File: src/hw/rtl/tlbpt_pkg.sv
package tlbpt_pkg;

    localparam int ADDR_W      = 16;
    localparam int FRAME_OUT_W = 8;
    localparam int CNT_W       = 16;

    localparam logic [CNT_W-1:0] CNT_MAX = {CNT_W{1'b1}};

    // commands from the controller to the datapath
    typedef struct packed {
        logic clear_wr;
        logic load;
        logic commit;
    } t_ctrl_cmd;

    // status from the datapath to the controller
    typedef struct packed {
        logic clear_done;
        logic out_free;
    } t_ctrl_sts;

endpackage

File: src/hw/rtl/tlbpt_ram.sv
module tlbpt_ram #(
    parameter int WIDTH = 9,
    parameter int DEPTH = 256
) (
    input  logic                     i_clk,
    input  logic                     i_wr_en,
    input  logic [$clog2(DEPTH)-1:0] i_wr_addr,
    input  logic [WIDTH-1:0]         i_wr_data,
    input  logic [$clog2(DEPTH)-1:0] i_rd_addr,
    output logic [WIDTH-1:0]         o_rd_data
);

    logic [WIDTH-1:0] r_mem [DEPTH];
    logic [WIDTH-1:0] r_rd_data;

    always_ff @(posedge i_clk) begin
        if (i_wr_en) begin
            r_mem[i_wr_addr] <= i_wr_data;
        end
        r_rd_data <= r_mem[i_rd_addr];
    end

    assign o_rd_data = r_rd_data;

endmodule

File: src/hw/rtl/tlbpt_ctrl.sv
module tlbpt_ctrl (
    input  logic                  i_clk,
    input  logic                  i_rst_n,
    input  logic                  i_valid,
    output logic                  o_stall,
    input  tlbpt_pkg::t_ctrl_sts  i_sts,
    output tlbpt_pkg::t_ctrl_cmd  o_cmd
);

    localparam logic [1:0] S_CLEAR = 2'd0;
    localparam logic [1:0] S_IDLE  = 2'd1;
    localparam logic [1:0] S_LOOK  = 2'd2;

    logic [1:0] r_state;
    logic [1:0] n_state;

    always_comb begin
        o_cmd.clear_wr = (r_state == S_CLEAR);
        o_cmd.load     = (r_state == S_IDLE) && i_valid;
        o_cmd.commit   = (r_state == S_LOOK) && i_sts.out_free;
    end

    assign o_stall = (r_state != S_IDLE);

    always_comb begin
        n_state = r_state;
        unique case (r_state)
            S_CLEAR: begin
                if (i_sts.clear_done) begin
                    n_state = S_IDLE;
                end
            end
            S_IDLE: begin
                if (i_valid) begin
                    n_state = S_LOOK;
                end
            end
            S_LOOK: begin
                if (i_sts.out_free) begin
                    n_state = S_IDLE;
                end
            end
            default: begin
                n_state = S_CLEAR;
            end
        endcase
    end

    always_ff @(posedge i_clk) begin
        if (!i_rst_n) begin
            r_state <= S_CLEAR;
        end else begin
            r_state <= n_state;
        end
    end

endmodule

File: src/hw/rtl/tlbpt_dpath.sv
module tlbpt_dpath #(
    parameter int TLB_DEPTH   = 16,
    parameter int PAGE_COUNT  = 256,
    parameter int FRAME_COUNT = 256,
    parameter int OFFSET_BITS = 8
) (
    input  logic                                      i_clk,
    input  logic                                      i_rst_n,
    input  tlbpt_pkg::t_ctrl_cmd                      i_cmd,
    output tlbpt_pkg::t_ctrl_sts                      o_sts,
    input  logic [tlbpt_pkg::ADDR_W-1:0]              i_logical_address,
    input  logic                                      i_out_stall,
    output logic                                      o_out_valid,
    output logic [tlbpt_pkg::ADDR_W-1:0]              o_physical_address,
    output logic [tlbpt_pkg::FRAME_OUT_W-1:0]         o_frame_index,
    output logic                                      o_tlb_hit,
    output logic                                      o_page_fault,
    output logic [tlbpt_pkg::CNT_W-1:0]               o_fault_count,
    output logic [tlbpt_pkg::CNT_W-1:0]               o_hit_count
);

    localparam int PAGE_W    = $clog2(PAGE_COUNT);
    localparam int FRAME_W   = $clog2(FRAME_COUNT);
    localparam int TLB_IDX_W = $clog2(TLB_DEPTH);
    localparam int MAP_W     = FRAME_W + 1;

    // input address and the page it names
    logic [tlbpt_pkg::ADDR_W-1:0] r_addr;
    logic [tlbpt_pkg::ADDR_W-1:0] in_page_raw;
    logic [tlbpt_pkg::ADDR_W-1:0] cur_page_raw;
    logic [PAGE_W-1:0]            in_page;
    logic [PAGE_W-1:0]            cur_page;

    // tlb entries
    logic [PAGE_W-1:0]    r_tlb_tag   [TLB_DEPTH];
    logic [FRAME_W-1:0]   r_tlb_frame [TLB_DEPTH];
    logic [TLB_DEPTH-1:0] r_tlb_valid;
    logic [TLB_IDX_W-1:0] r_tlb_ptr;
    logic [TLB_IDX_W-1:0] n_tlb_ptr;

    // page table, valid bit above the frame
    logic                 map_wr_en;
    logic [PAGE_W-1:0]    map_wr_addr;
    logic [MAP_W-1:0]     map_wr_data;
    logic [PAGE_W-1:0]    map_rd_addr;
    logic [MAP_W-1:0]     map_rd_data;
    logic [PAGE_W-1:0]    r_clr_addr;

    logic [FRAME_W-1:0]   r_next_frame;
    logic [FRAME_W-1:0]   n_next_frame;
    logic [tlbpt_pkg::CNT_W-1:0] r_faults;
    logic [tlbpt_pkg::CNT_W-1:0] r_hits;
    logic [tlbpt_pkg::CNT_W-1:0] n_faults;
    logic [tlbpt_pkg::CNT_W-1:0] n_hits;

    logic                 tlb_hit;
    logic [FRAME_W-1:0]   tlb_frame;
    logic                 map_hit;
    logic                 fault;
    logic [FRAME_W-1:0]   frame;
    logic [31:0]          pa_wide;

    logic                              r_out_valid;
    logic [tlbpt_pkg::ADDR_W-1:0]      r_pa;
    logic [tlbpt_pkg::FRAME_OUT_W-1:0] r_frame_out;
    logic                              r_hit;
    logic                              r_fault;

    // page count is a power of two, so the modulo is a mask
    assign in_page_raw  = i_logical_address >> OFFSET_BITS;
    assign cur_page_raw = r_addr >> OFFSET_BITS;
    assign in_page      = in_page_raw[PAGE_W-1:0];
    assign cur_page     = cur_page_raw[PAGE_W-1:0];

    // lowest matching valid entry wins
    always_comb begin
        tlb_hit   = 1'b0;
        tlb_frame = '0;
        for (int i = TLB_DEPTH - 1; i >= 0; i--) begin
            if (r_tlb_valid[i] && (r_tlb_tag[i] == cur_page)) begin
                tlb_hit   = 1'b1;
                tlb_frame = r_tlb_frame[i];
            end
        end
    end

    assign map_hit = map_rd_data[FRAME_W];
    assign fault   = !tlb_hit && !map_hit;

    always_comb begin
        if (tlb_hit) begin
            frame = tlb_frame;
        end else if (map_hit) begin
            frame = map_rd_data[FRAME_W-1:0];
        end else begin
            frame = r_next_frame;
        end
    end

    assign pa_wide = (32'(frame) << OFFSET_BITS)
                   | (32'(r_addr) & ((32'd1 << OFFSET_BITS) - 32'd1));

    assign n_next_frame = (r_next_frame == FRAME_W'(FRAME_COUNT - 1))
                        ? '0 : r_next_frame + 1'b1;
    assign n_tlb_ptr    = (r_tlb_ptr == TLB_IDX_W'(TLB_DEPTH - 1))
                        ? '0 : r_tlb_ptr + 1'b1;
    assign n_faults     = (r_faults == tlbpt_pkg::CNT_MAX) ? r_faults : r_faults + 1'b1;
    assign n_hits       = (r_hits == tlbpt_pkg::CNT_MAX) ? r_hits : r_hits + 1'b1;

    // clearing sweep after reset, then fault write-back
    assign map_wr_en   = i_cmd.clear_wr || (i_cmd.commit && fault);
    assign map_wr_addr = i_cmd.clear_wr ? r_clr_addr : cur_page;
    assign map_wr_data = i_cmd.clear_wr ? '0 : {1'b1, r_next_frame};
    assign map_rd_addr = i_cmd.load ? in_page : cur_page;

    tlbpt_ram #(
        .WIDTH (MAP_W),
        .DEPTH (PAGE_COUNT)
    ) u_map_ram (
        .i_clk     (i_clk),
        .i_wr_en   (map_wr_en),
        .i_wr_addr (map_wr_addr),
        .i_wr_data (map_wr_data),
        .i_rd_addr (map_rd_addr),
        .o_rd_data (map_rd_data)
    );

    always_comb begin
        o_sts.clear_done = (r_clr_addr == PAGE_W'(PAGE_COUNT - 1));
        o_sts.out_free   = !r_out_valid || !i_out_stall;
    end

    always_ff @(posedge i_clk) begin
        if (!i_rst_n) begin
            r_clr_addr   <= '0;
            r_tlb_valid  <= '0;
            r_tlb_ptr    <= '0;
            r_next_frame <= '0;
            r_faults     <= '0;
            r_hits       <= '0;
            r_out_valid  <= 1'b0;
        end else begin
            if (i_cmd.clear_wr) begin
                r_clr_addr <= r_clr_addr + 1'b1;
            end
            if (i_cmd.commit) begin
                r_out_valid <= 1'b1;
                if (tlb_hit) begin
                    r_hits <= n_hits;
                end
                if (fault) begin
                    r_faults               <= n_faults;
                    r_next_frame           <= n_next_frame;
                    r_tlb_valid[r_tlb_ptr] <= 1'b1;
                    r_tlb_ptr              <= n_tlb_ptr;
                end
            end else if (!i_out_stall) begin
                r_out_valid <= 1'b0;
            end
        end
    end

    always_ff @(posedge i_clk) begin
        if (i_cmd.load) begin
            r_addr <= i_logical_address;
        end
        if (i_cmd.commit) begin
            r_pa        <= pa_wide[tlbpt_pkg::ADDR_W-1:0];
            r_frame_out <= tlbpt_pkg::FRAME_OUT_W'(frame);
            r_hit       <= tlb_hit;
            r_fault     <= fault;
            if (fault) begin
                r_tlb_tag[r_tlb_ptr]   <= cur_page;
                r_tlb_frame[r_tlb_ptr] <= r_next_frame;
            end
        end
    end

    assign o_out_valid        = r_out_valid;
    assign o_physical_address = r_pa;
    assign o_frame_index      = r_frame_out;
    assign o_tlb_hit          = r_hit;
    assign o_page_fault       = r_fault;
    assign o_fault_count      = r_faults;
    assign o_hit_count        = r_hits;

`ifndef SYNTHESIS
    a_hit_fault_excl: assert property (@(posedge i_clk) disable iff (!i_rst_n)
        r_out_valid |-> !(r_hit && r_fault))
        else $error("result marked both tlb hit and page fault");

    a_commit_slot_free: assert property (@(posedge i_clk) disable iff (!i_rst_n)
        i_cmd.commit |-> (!r_out_valid || !i_out_stall))
        else $error("result written over a word still waiting");

    a_fault_fills_tlb: assert property (@(posedge i_clk) disable iff (!i_rst_n)
        (i_cmd.commit && fault) |=> r_tlb_valid[$past(r_tlb_ptr)])
        else $error("page fault did not fill the tlb slot");

    a_fault_moves_frame: assert property (@(posedge i_clk) disable iff (!i_rst_n)
        (i_cmd.commit && fault) |=> (r_next_frame != $past(r_next_frame)))
        else $error("page fault did not advance the frame pointer");

    a_no_load_in_clear: assert property (@(posedge i_clk) disable iff (!i_rst_n)
        i_cmd.clear_wr |-> !(i_cmd.load || i_cmd.commit))
        else $error("item handled during page table clear");
`endif

endmodule

File: src/hw/rtl/tlb_page_table_translator_core.sv
// Paged address translator with a fully associative TLB refilled in FIFO order.
// Each accepted word is a logical address: the bits above OFFSET_BITS give the
// page (PAGE_COUNT must be a power of two), the low bits the offset. The page
// is compared against all TLB entries at once; on a miss the page table RAM
// answers, and an unmapped page takes the next frame round-robin, which is
// written back to the page table and into the TLB slot under the FIFO pointer.
// Each word yields one result with physical address, frame, hit and fault
// flags and saturating fault and hit totals. Each item goes through the
// registered read of the page table RAM, then the lookup is resolved and the
// write-back made; a new word is taken only once the previous result is in
// the output register. After reset every entry of the page table is swept
// clear while o_stall stays high.
module tlb_page_table_translator_core #(
    parameter int TLB_DEPTH   = 16,
    parameter int PAGE_COUNT  = 256,
    parameter int FRAME_COUNT = 256,
    parameter int OFFSET_BITS = 8
) (
    input  logic                              i_clk,
    input  logic                              i_rst_n,
    input  logic                              i_valid,
    output logic                              o_stall,
    input  logic [tlbpt_pkg::ADDR_W-1:0]      i_logical_address,
    output logic                              o_valid,
    input  logic                              i_stall,
    output logic [tlbpt_pkg::ADDR_W-1:0]      o_physical_address,
    output logic [tlbpt_pkg::FRAME_OUT_W-1:0] o_frame_index,
    output logic                              o_tlb_hit,
    output logic                              o_page_fault,
    output logic [tlbpt_pkg::CNT_W-1:0]       o_fault_count,
    output logic [tlbpt_pkg::CNT_W-1:0]       o_hit_count
);

    tlbpt_pkg::t_ctrl_cmd cmd;
    tlbpt_pkg::t_ctrl_sts sts;

    tlbpt_ctrl u_ctrl (
        .i_clk   (i_clk),
        .i_rst_n (i_rst_n),
        .i_valid (i_valid),
        .o_stall (o_stall),
        .i_sts   (sts),
        .o_cmd   (cmd)
    );

    tlbpt_dpath #(
        .TLB_DEPTH   (TLB_DEPTH),
        .PAGE_COUNT  (PAGE_COUNT),
        .FRAME_COUNT (FRAME_COUNT),
        .OFFSET_BITS (OFFSET_BITS)
    ) u_dpath (
        .i_clk              (i_clk),
        .i_rst_n            (i_rst_n),
        .i_cmd              (cmd),
        .o_sts              (sts),
        .i_logical_address  (i_logical_address),
        .i_out_stall        (i_stall),
        .o_out_valid        (o_valid),
        .o_physical_address (o_physical_address),
        .o_frame_index      (o_frame_index),
        .o_tlb_hit          (o_tlb_hit),
        .o_page_fault       (o_page_fault),
        .o_fault_count      (o_fault_count),
        .o_hit_count        (o_hit_count)
    );

endmodule

File: config.mk
export PLATFORM = sky130hd
export DESIGN_NAME = tlb_page_table_translator_core
export DESIGN_NICKNAME = d
export VERILOG_FILES = /design/src/hw/rtl/tlbpt_pkg.sv /design/src/hw/rtl/tlbpt_ram.sv /design/src/hw/rtl/tlbpt_ctrl.sv /design/src/hw/rtl/tlbpt_dpath.sv /design/src/hw/rtl/tlb_page_table_translator_core.sv
export SDC_FILE = /design/constraint.sdc
export NUM_CORES = 2
export LEC_CHECK = 0
export BUFFER_PORTS_ARGS = -buffer_cell sky130_fd_sc_hd__clkbuf_2
export CAP_MARGIN = 10
export CORE_ASPECT_RATIO = 1.2
export CORE_UTILIZATION = 60
export CTS_CLUSTER_SIZE = 24
export DETAILED_ROUTE_END_ITERATION = 12
export HOLD_SLACK_MARGIN = 0.06
export PLACE_DENSITY = 0.76
export SKIP_CTS_REPAIR_TIMING = 1
export SYNTH_ARGS = -nofsm -noshare
export SYNTH_HDL_FRONTEND = slang
export SYNTH_SLANG_ARGS = --single-unit
File: constraint.sdc
create_clock -name i_clk -period 25.2 [get_ports i_clk]
set_input_delay 0 -clock i_clk [delete_from_list [all_inputs] [get_ports i_clk]]
set_output_delay 0 -clock i_clk [all_outputs]
set_load 0.02 [all_outputs]
* Word-level counts from Yosys, hierarchy flattened
Memory sizes are Yosys's and may differ from the RTL's. A register that Yosys moved wholly into a read port is not among the register bits.
Cells that the tools add are included.
Widths: inputs -> output; s select.
** Cells by class
- Add/sub/neg operators :: 5
- Multipliers :: 0
- Divide/modulo/power cells :: 0
- $lt $le $gt $ge :: 2
- Equality and inequality tests :: 28
- Shift-type cells :: 0
- Multiplexer cells :: 52
- Bitwise operators :: 4
- Reduce and logical (&&, ||, !) cells :: 32
** Operators by type and width (number)
- $mux 8 :: 21
- $eq 8x8->1 :: 16
- $add 16x1->16 const B :: 2
- $eq 16x16->1 const B :: 2
- $mux 1 :: 24
- $logic_and 1x1->1 :: 21
- $add 8x1->8 const B :: 2
- $eq 8x8->1 const B :: 2
- $or 16x16->16 :: 1
- $or 16x8->16 :: 1
- $mux 9 :: 1
- $reduce_and 3->1 :: 3
- $mux 2 :: 3
- $ne 2x1->1 const B :: 3
- $pmux 2 s3 :: 1
- $lt 4x5->1 const B :: 1
- $add 4x1->4 const B :: 1
- $demux 1 s4 :: 1
- $eq 4x4->1 const B :: 1
- $ge 4x1->1 const B :: 1
- $logic_not 1->1 :: 4
- $mux 4 :: 1
- $ne 2x2->1 const B :: 2
- $eq 2x1->1 const B :: 1
- 5 further kinds :: 7
** Word-level totals
- Flip-flop bits (word level) :: 113
- Bits in latches :: 0
- RAM bits :: 2560
- Memory bits (read-only) :: 0
- Output and inout bits :: 60
- Memories kept :: 3
** Memories
- u_dpath.u_map_ram.r_mem :: depth 256, bits a word 9, read ports 1, clocked after memory_dff 1, write ports 1, line tlbpt_ram.sv:13 : logic [WIDTH-1:0] r_mem [DEPTH];
- u_dpath.r_tlb_frame :: depth 16, bits a word 8, read ports 16, clocked after memory_dff 0, write ports 1, line tlbpt_dpath.sv:36 : logic [FRAME_W-1:0] r_tlb_frame [TLB_DEPTH];
- u_dpath.r_tlb_tag :: depth 16, bits a word 8, read ports 16, clocked after memory_dff 0, write ports 1, line tlbpt_dpath.sv:35 : logic [PAGE_W-1:0] r_tlb_tag [TLB_DEPTH];

* Longest topological paths before layout
An unclocked memory read counts as a cell.
- Word-level depth :: 25
- Gate-level depth with buffers :: 15
- Mapped depth without buffers :: 10

* Cells and area by module
From an unflattened synthesis, not the netlist that was laid out.
** Second synthesis, totals
- Cell total of the unflattened synthesis :: 5377
- Area, all modules :: 104617.8 um^2
** By module, submodules not included
- tlbpt_ram :: instances 1, cells an instance 4237, area each 89278.1 um^2
- tlbpt_dpath :: instances 1, cells an instance 1128, area each 15228.4 um^2
- tlbpt_ctrl :: instances 1, cells an instance 12, area each 111.4 um^2

* Worst setup path after synthesis
OpenSTA, ideal clock, no wires.
- Path type :: register to register
- Start point :: register u_ctrl.r_state[0]
- End point :: memory u_dpath.u_map_ram.r_mem[0][0], data pin
- Arrival time :: 8611 ps
- Slack :: 15722 ps
- Cell stages (with the launch flop) :: 6
- Path buffers :: 2
- Path through :: dfxtp_1 nor2_1 inv_1 clkbuf_1 clkbuf_1 and2_1
** On the way
- Longest elaborated chain between the ends :: 2
** Ends and longest elaborated chain
- start, declared :: line tlbpt_ctrl.sv:14 : logic [1:0] r_state;
- start signal, assigned :: line tlbpt_ctrl.sv:53 : r_state <= n_state;
- $logic_not 2->1 :: line tlbpt_ctrl.sv:18 : o_cmd.clear_wr = (r_state == S_CLEAR);
- $mux 9 :: line tlbpt_dpath.sv:113 : assign map_wr_data = i_cmd.clear_wr ? '0 : {1'b1, r_next_frame};
- named net u_dpath.map_wr_data[0] :: line tlbpt_dpath.sv:44 : logic [MAP_W-1:0] map_wr_data;
- end, declared :: line tlbpt_ram.sv:13
The timed path passes the listed nets, and every way through them passes these cells.

* Worst setup path after layout
- Start point :: register u_ctrl.r_state[0]
- End point :: register u_dpath.u_map_ram.r_rd_data[5] (netlist: u_dpath.u_map_ram.o_rd_data[5]), read port of u_dpath.u_map_ram.r_mem
** On the way
- Longest elaborated chain between the ends :: 3
** Ends and longest elaborated chain
- $eq 2x1->1 :: line tlbpt_ctrl.sv:19 : o_cmd.load = (r_state == S_IDLE) && i_valid;
- $logic_and 1x1->1 :: line tlbpt_ctrl.sv:19
- $mux 8 :: line tlbpt_dpath.sv:114 : assign map_rd_addr = i_cmd.load ? in_page : cur_page;
- end, declared :: line tlbpt_ram.sv:14 : logic [WIDTH-1:0] r_rd_data;
No other way between the ends.
A chain may end at the register's enable or synchronous reset.

==> impl_summary.md <==
Synth
Synthesis produced a netlist with a net count of 7538. Of the synthesized area, sequential elements account for 75.1%. Among all flip-flop cells after synthesis, the most frequent one is sky130_fd_sc_hd__edfxtp_1. The synthesized netlist cell count is 7510. Synthesis instantiated 70 different standard cells from the library.

The average instance in the mapped netlist occupies 14.1 um^2. During synthesis, Yosys emitted a total of 0 warnings. The synthesized design contains 2674 register bits. In the synthesized netlist the async set-or-reset flop fraction comes to 0%. The netlist area before placement is 106000 um^2. Yosys mapped a number of flops with a built-in enable equal to 2594.

Clocking
In this run the number of H-tree levels came out at 4. The sink count of the clock tree is 2674. The clock root buffer is sky130_fd_sc_hd__clkbuf_16. The buffer depth of the longest clock path is 3.

After clock tree synthesis, the clock-pin slew on the worst setup and hold paths is 0.06 ns. TritonCTS created 239 clock buffers. The clock latency on the worst-skew pair is 0.91 ns. TritonCTS built the clock tree.

Critical path
The worst setup path is launched from a flip-flop. Of all nets on the critical path, the largest fanout is 69. The required time of the critical path is 25.94 ns.

The type of the setup path with the least slack is flip-flop to flip-flop. The capturing element type of the critical path is a flip-flop. The critical path arrival is 7.16 ns. The cell count of the worst reg-to-reg path is 13.

Floorplanning
The number of placement rows is 168. Measured along the y axis, the die boundary spans 462 um. The overall die width is 385 um.

The die area is 178000 um^2. After floorplanning, the core was sized to cover 175000 um^2. During I/O placement, the number of pins put on the boundary was 80. Once the floorplan was initialized, standard cells occupied 60.5% of the core.

STA
In this run the tightest slew margin relative to its limit is 11.4%. The clock skew is 0.0566 ns. Setup repair after global routing left no endpoint under its margin. In the finished design, the share of the clock period the worst path needs comes to 25.5%. The minimum period implied by the final worst setup slack is 6.43 ns. The setup total negative slack is 0 ns. The count of endpoints failing hold in the final timing report is 0. The number of pins exceeding their max-slew limit in the final report came to 0. Setup violations remaining at the end of the flow were counted as 0.

The maximum clock frequency is 156 MHz. The slew at the pin closest to its max-slew limit is 1.32 ns.

GRT
Entering global routing, the biggest net connects 197 pins. The first global-routing pass estimated 417000 um of wire. The number of global-route vias before repair is 62600. After global routing the overflow that remains totals 0. The number of antenna violations at the first check in global routing is 21. Global routing consumed, over all layers together, 32.5% of the routing resources.

Place
Detailed placement finished with a half-perimeter wire length of 173000 um. The number of buffers added on ports is 79. The cell area after placement is 108000 um^2. The weighted congestion reported at the end of routability-driven placement is 0.964.

Cells and area
The library cell used most frequently in the layout, excluding fill and tap cells, is sky130_fd_sc_hd__edfxtp_1. The post-synthesis to final-layout area growth is 10.2%. After routing the design area is 117000 um^2. The number of inserted filler cells in the final layout is 11600.

The area taken by multi-input logic gates is 24400 um^2. In the layout the commonest cells are sky130_fd_sc_hd__edfxtp_1 (2594), sky130_fd_sc_hd__nand2_1 (1715), sky130_fd_sc_hd__nand3_1 (641). The fraction of final layout cells with drive strength greater than 1 is 8.76%.

Registers take 79500 um^2. The final layout net count is 7566.

Detailed routing
The DRC violation count after routing is 0. The first-pass detailed-route iteration total is 8. The count of vias placed by the detailed router is 66100. The number of antenna-violating nets in the routed design is 0. Dividing the detail-routed via count by the number of cells gives 6.58. After detailed routing, the total wire length is 292000 um.

In this run, the number of DRC markers left after iteration 0 of detailed routing was 9813. Dividing the detail-routed wire length by the instance count gives 29.0 um.

Power and ir drop
The leakage power is 0.0394 uW. Across the VDD grid, the largest voltage drop is 0.0000711 V. For this design the ratio of total power to cell area is 73.3 nW/um^2.

Hold path
The number of stages on the worst hold path is 2. The worst min-delay path category is input port to flip-flop.

Run
The tool flagged a number of max-cap violations equal to 0.

Run status
The run finished with clean final reports.
-- final timing paths --
kind	from	to	slack, ns
max	u_ctrl.r_state[0]	u_dpath.u_map_ram.o_rd_data[5]	18.77
min	i_logical_address[9]	u_dpath.r_addr[9]	0.09
max reg2reg	u_ctrl.r_state[0]	u_dpath.u_map_ram.o_rd_data[5]	18.77
min reg2reg	u_dpath.r_addr[4]	u_dpath.o_physical_address[4]	0.41
-- critical path: stages, from the launching register on --
cell	delay, ns
sky130_fd_sc_hd__dfxtp_1	0.41
sky130_fd_sc_hd__nand3b_1	0.15
sky130_fd_sc_hd__inv_2	0.07
sky130_fd_sc_hd__buf_4	0.55
sky130_fd_sc_hd__mux2i_4	0.89
sky130_fd_sc_hd__buf_4	0.90
sky130_fd_sc_hd__buf_4	0.71
sky130_fd_sc_hd__buf_4	0.71
sky130_fd_sc_hd__mux2i_1	0.26
sky130_fd_sc_hd__a32oi_1	0.07
sky130_fd_sc_hd__nand4_1	0.21
sky130_fd_sc_hd__nand4_1	0.11
sky130_fd_sc_hd__nor3_1	0.82
sky130_fd_sc_hd__nand3_1	0.17
-- synthesized netlist by cell type, types with 14 or more instances --
library cell | count | area, um^2
sky130_fd_sc_hd__a211oi_1 | 15 | 113
sky130_fd_sc_hd__a21oi_1 | 70 | 350
sky130_fd_sc_hd__a31oi_1 | 197 | 1230
sky130_fd_sc_hd__a32oi_1 | 28 | 245
sky130_fd_sc_hd__a41oi_1 | 25 | 219
sky130_fd_sc_hd__and2_1 | 53 | 332
sky130_fd_sc_hd__and3_1 | 30 | 188
sky130_fd_sc_hd__buf_1 | 48 | 180
sky130_fd_sc_hd__buf_2 | 126 | 631
sky130_fd_sc_hd__buf_4 | 34 | 255
sky130_fd_sc_hd__buf_6 | 16 | 180
sky130_fd_sc_hd__clkbuf_1 | 222 | 833
sky130_fd_sc_hd__dfxtp_1 | 80 | 1600
sky130_fd_sc_hd__edfxtp_1 | 2594 | 77900
sky130_fd_sc_hd__inv_1 | 16 | 60.1
sky130_fd_sc_hd__mux2i_1 | 302 | 3020
sky130_fd_sc_hd__mux4_2 | 50 | 1130
sky130_fd_sc_hd__nand2_1 | 1722 | 6460
sky130_fd_sc_hd__nand2b_1 | 14 | 87.6
sky130_fd_sc_hd__nand3_1 | 643 | 3220
sky130_fd_sc_hd__nand3b_1 | 23 | 173
sky130_fd_sc_hd__nand4_1 | 222 | 1390
sky130_fd_sc_hd__nor2_1 | 299 | 1120
sky130_fd_sc_hd__nor2b_1 | 25 | 156
sky130_fd_sc_hd__nor3_1 | 71 | 355
sky130_fd_sc_hd__nor4_1 | 14 | 87.6
sky130_fd_sc_hd__o21a_1 | 18 | 135
sky130_fd_sc_hd__o21ai_0 | 81 | 405
sky130_fd_sc_hd__o22ai_1 | 132 | 826
sky130_fd_sc_hd__o31ai_1 | 14 | 105
sky130_fd_sc_hd__or3_1 | 15 | 93.8
sky130_fd_sc_hd__xnor2_1 | 128 | 1120
sky130_fd_sc_hd__xor2_1 | 39 | 342
-- layout make-up --
class | count | area share, %
sequential | 2674 | 68.2
timing repair buffer | 233 | 1.50
multi-input combinational | 4373 | 20.9
clock inverter | 156 | 1.47
tap | 2295 | 2.46
inverter | 17 | 0.0612
antenna | 8 | 0.0172
clock buffer | 301 | 5.38
-- metrics by stage --
step	utilization (%)	setup WS, ns	total power [uW]	hold slack [ns]	cells
floorplan	-	15.72	4920	0.0989	7510
global placement	61.9	18.95	4930	0.184	9561
detailed placement	61.9	18.92	4930	0.179	9561
CTS	66.5	18.86	8540	-0.762	10000
global route	66.7	18.50	8700	0.0753	10100
finish	66.7	18.77	8540	0.0899	10100
-- metal layers --
metal	up-vias	track usage (%)	routed length, um
met5	-	0	170
met2	4486	49.5	134000
met3	834	7.93	35900
li1	28100	-	-
met1	32700	42.6	103000
met4	26	19.2	19000
-- cells by family (layout without fill, tap and decap cells) --
family / Yosys count / in the layout / share of synthesized area (%)
and+or+nand+nor: 3171 / 3171 / 13.3
DFF: 2674 / 2674 / 75.1
AOI/OAI and AO/OA: 671 / 671 / 4.17
buffers and inverters: 463 / 707 / 2.02
muxes: 356 / 356 / 3.96
xor gates and xnor gates: 167 / 167 / 1.38
adders and majority gates: 8 / 8 / 0.0946
other: 0 / 8 / 0
-- registers in the layout, summed over array words and instances (netlist names), 7 cells and up --
signal	cells
u_dpath.o_fault_count	16
u_dpath.o_frame_index	7
u_dpath.o_hit_count	16
u_dpath.o_physical_address	9
u_dpath.r_addr	16
u_dpath.r_clr_addr	8
u_dpath.r_next_frame	8
u_dpath.r_tlb_frame	128
u_dpath.r_tlb_tag	128
u_dpath.r_tlb_valid	16
u_dpath.u_map_ram.o_rd_data	9
u_dpath.u_map_ram.r_mem	2304
-- power by group --
group          leakage, uW  internal (uW)  switching [uW]
Clock              0.00389           2040            1650
Sequential          0.0257           4800            2.12
Combinational      0.00979           8.40            30.2
Total               0.0394           6860            1690
Power figures use the tool's default switching activity.
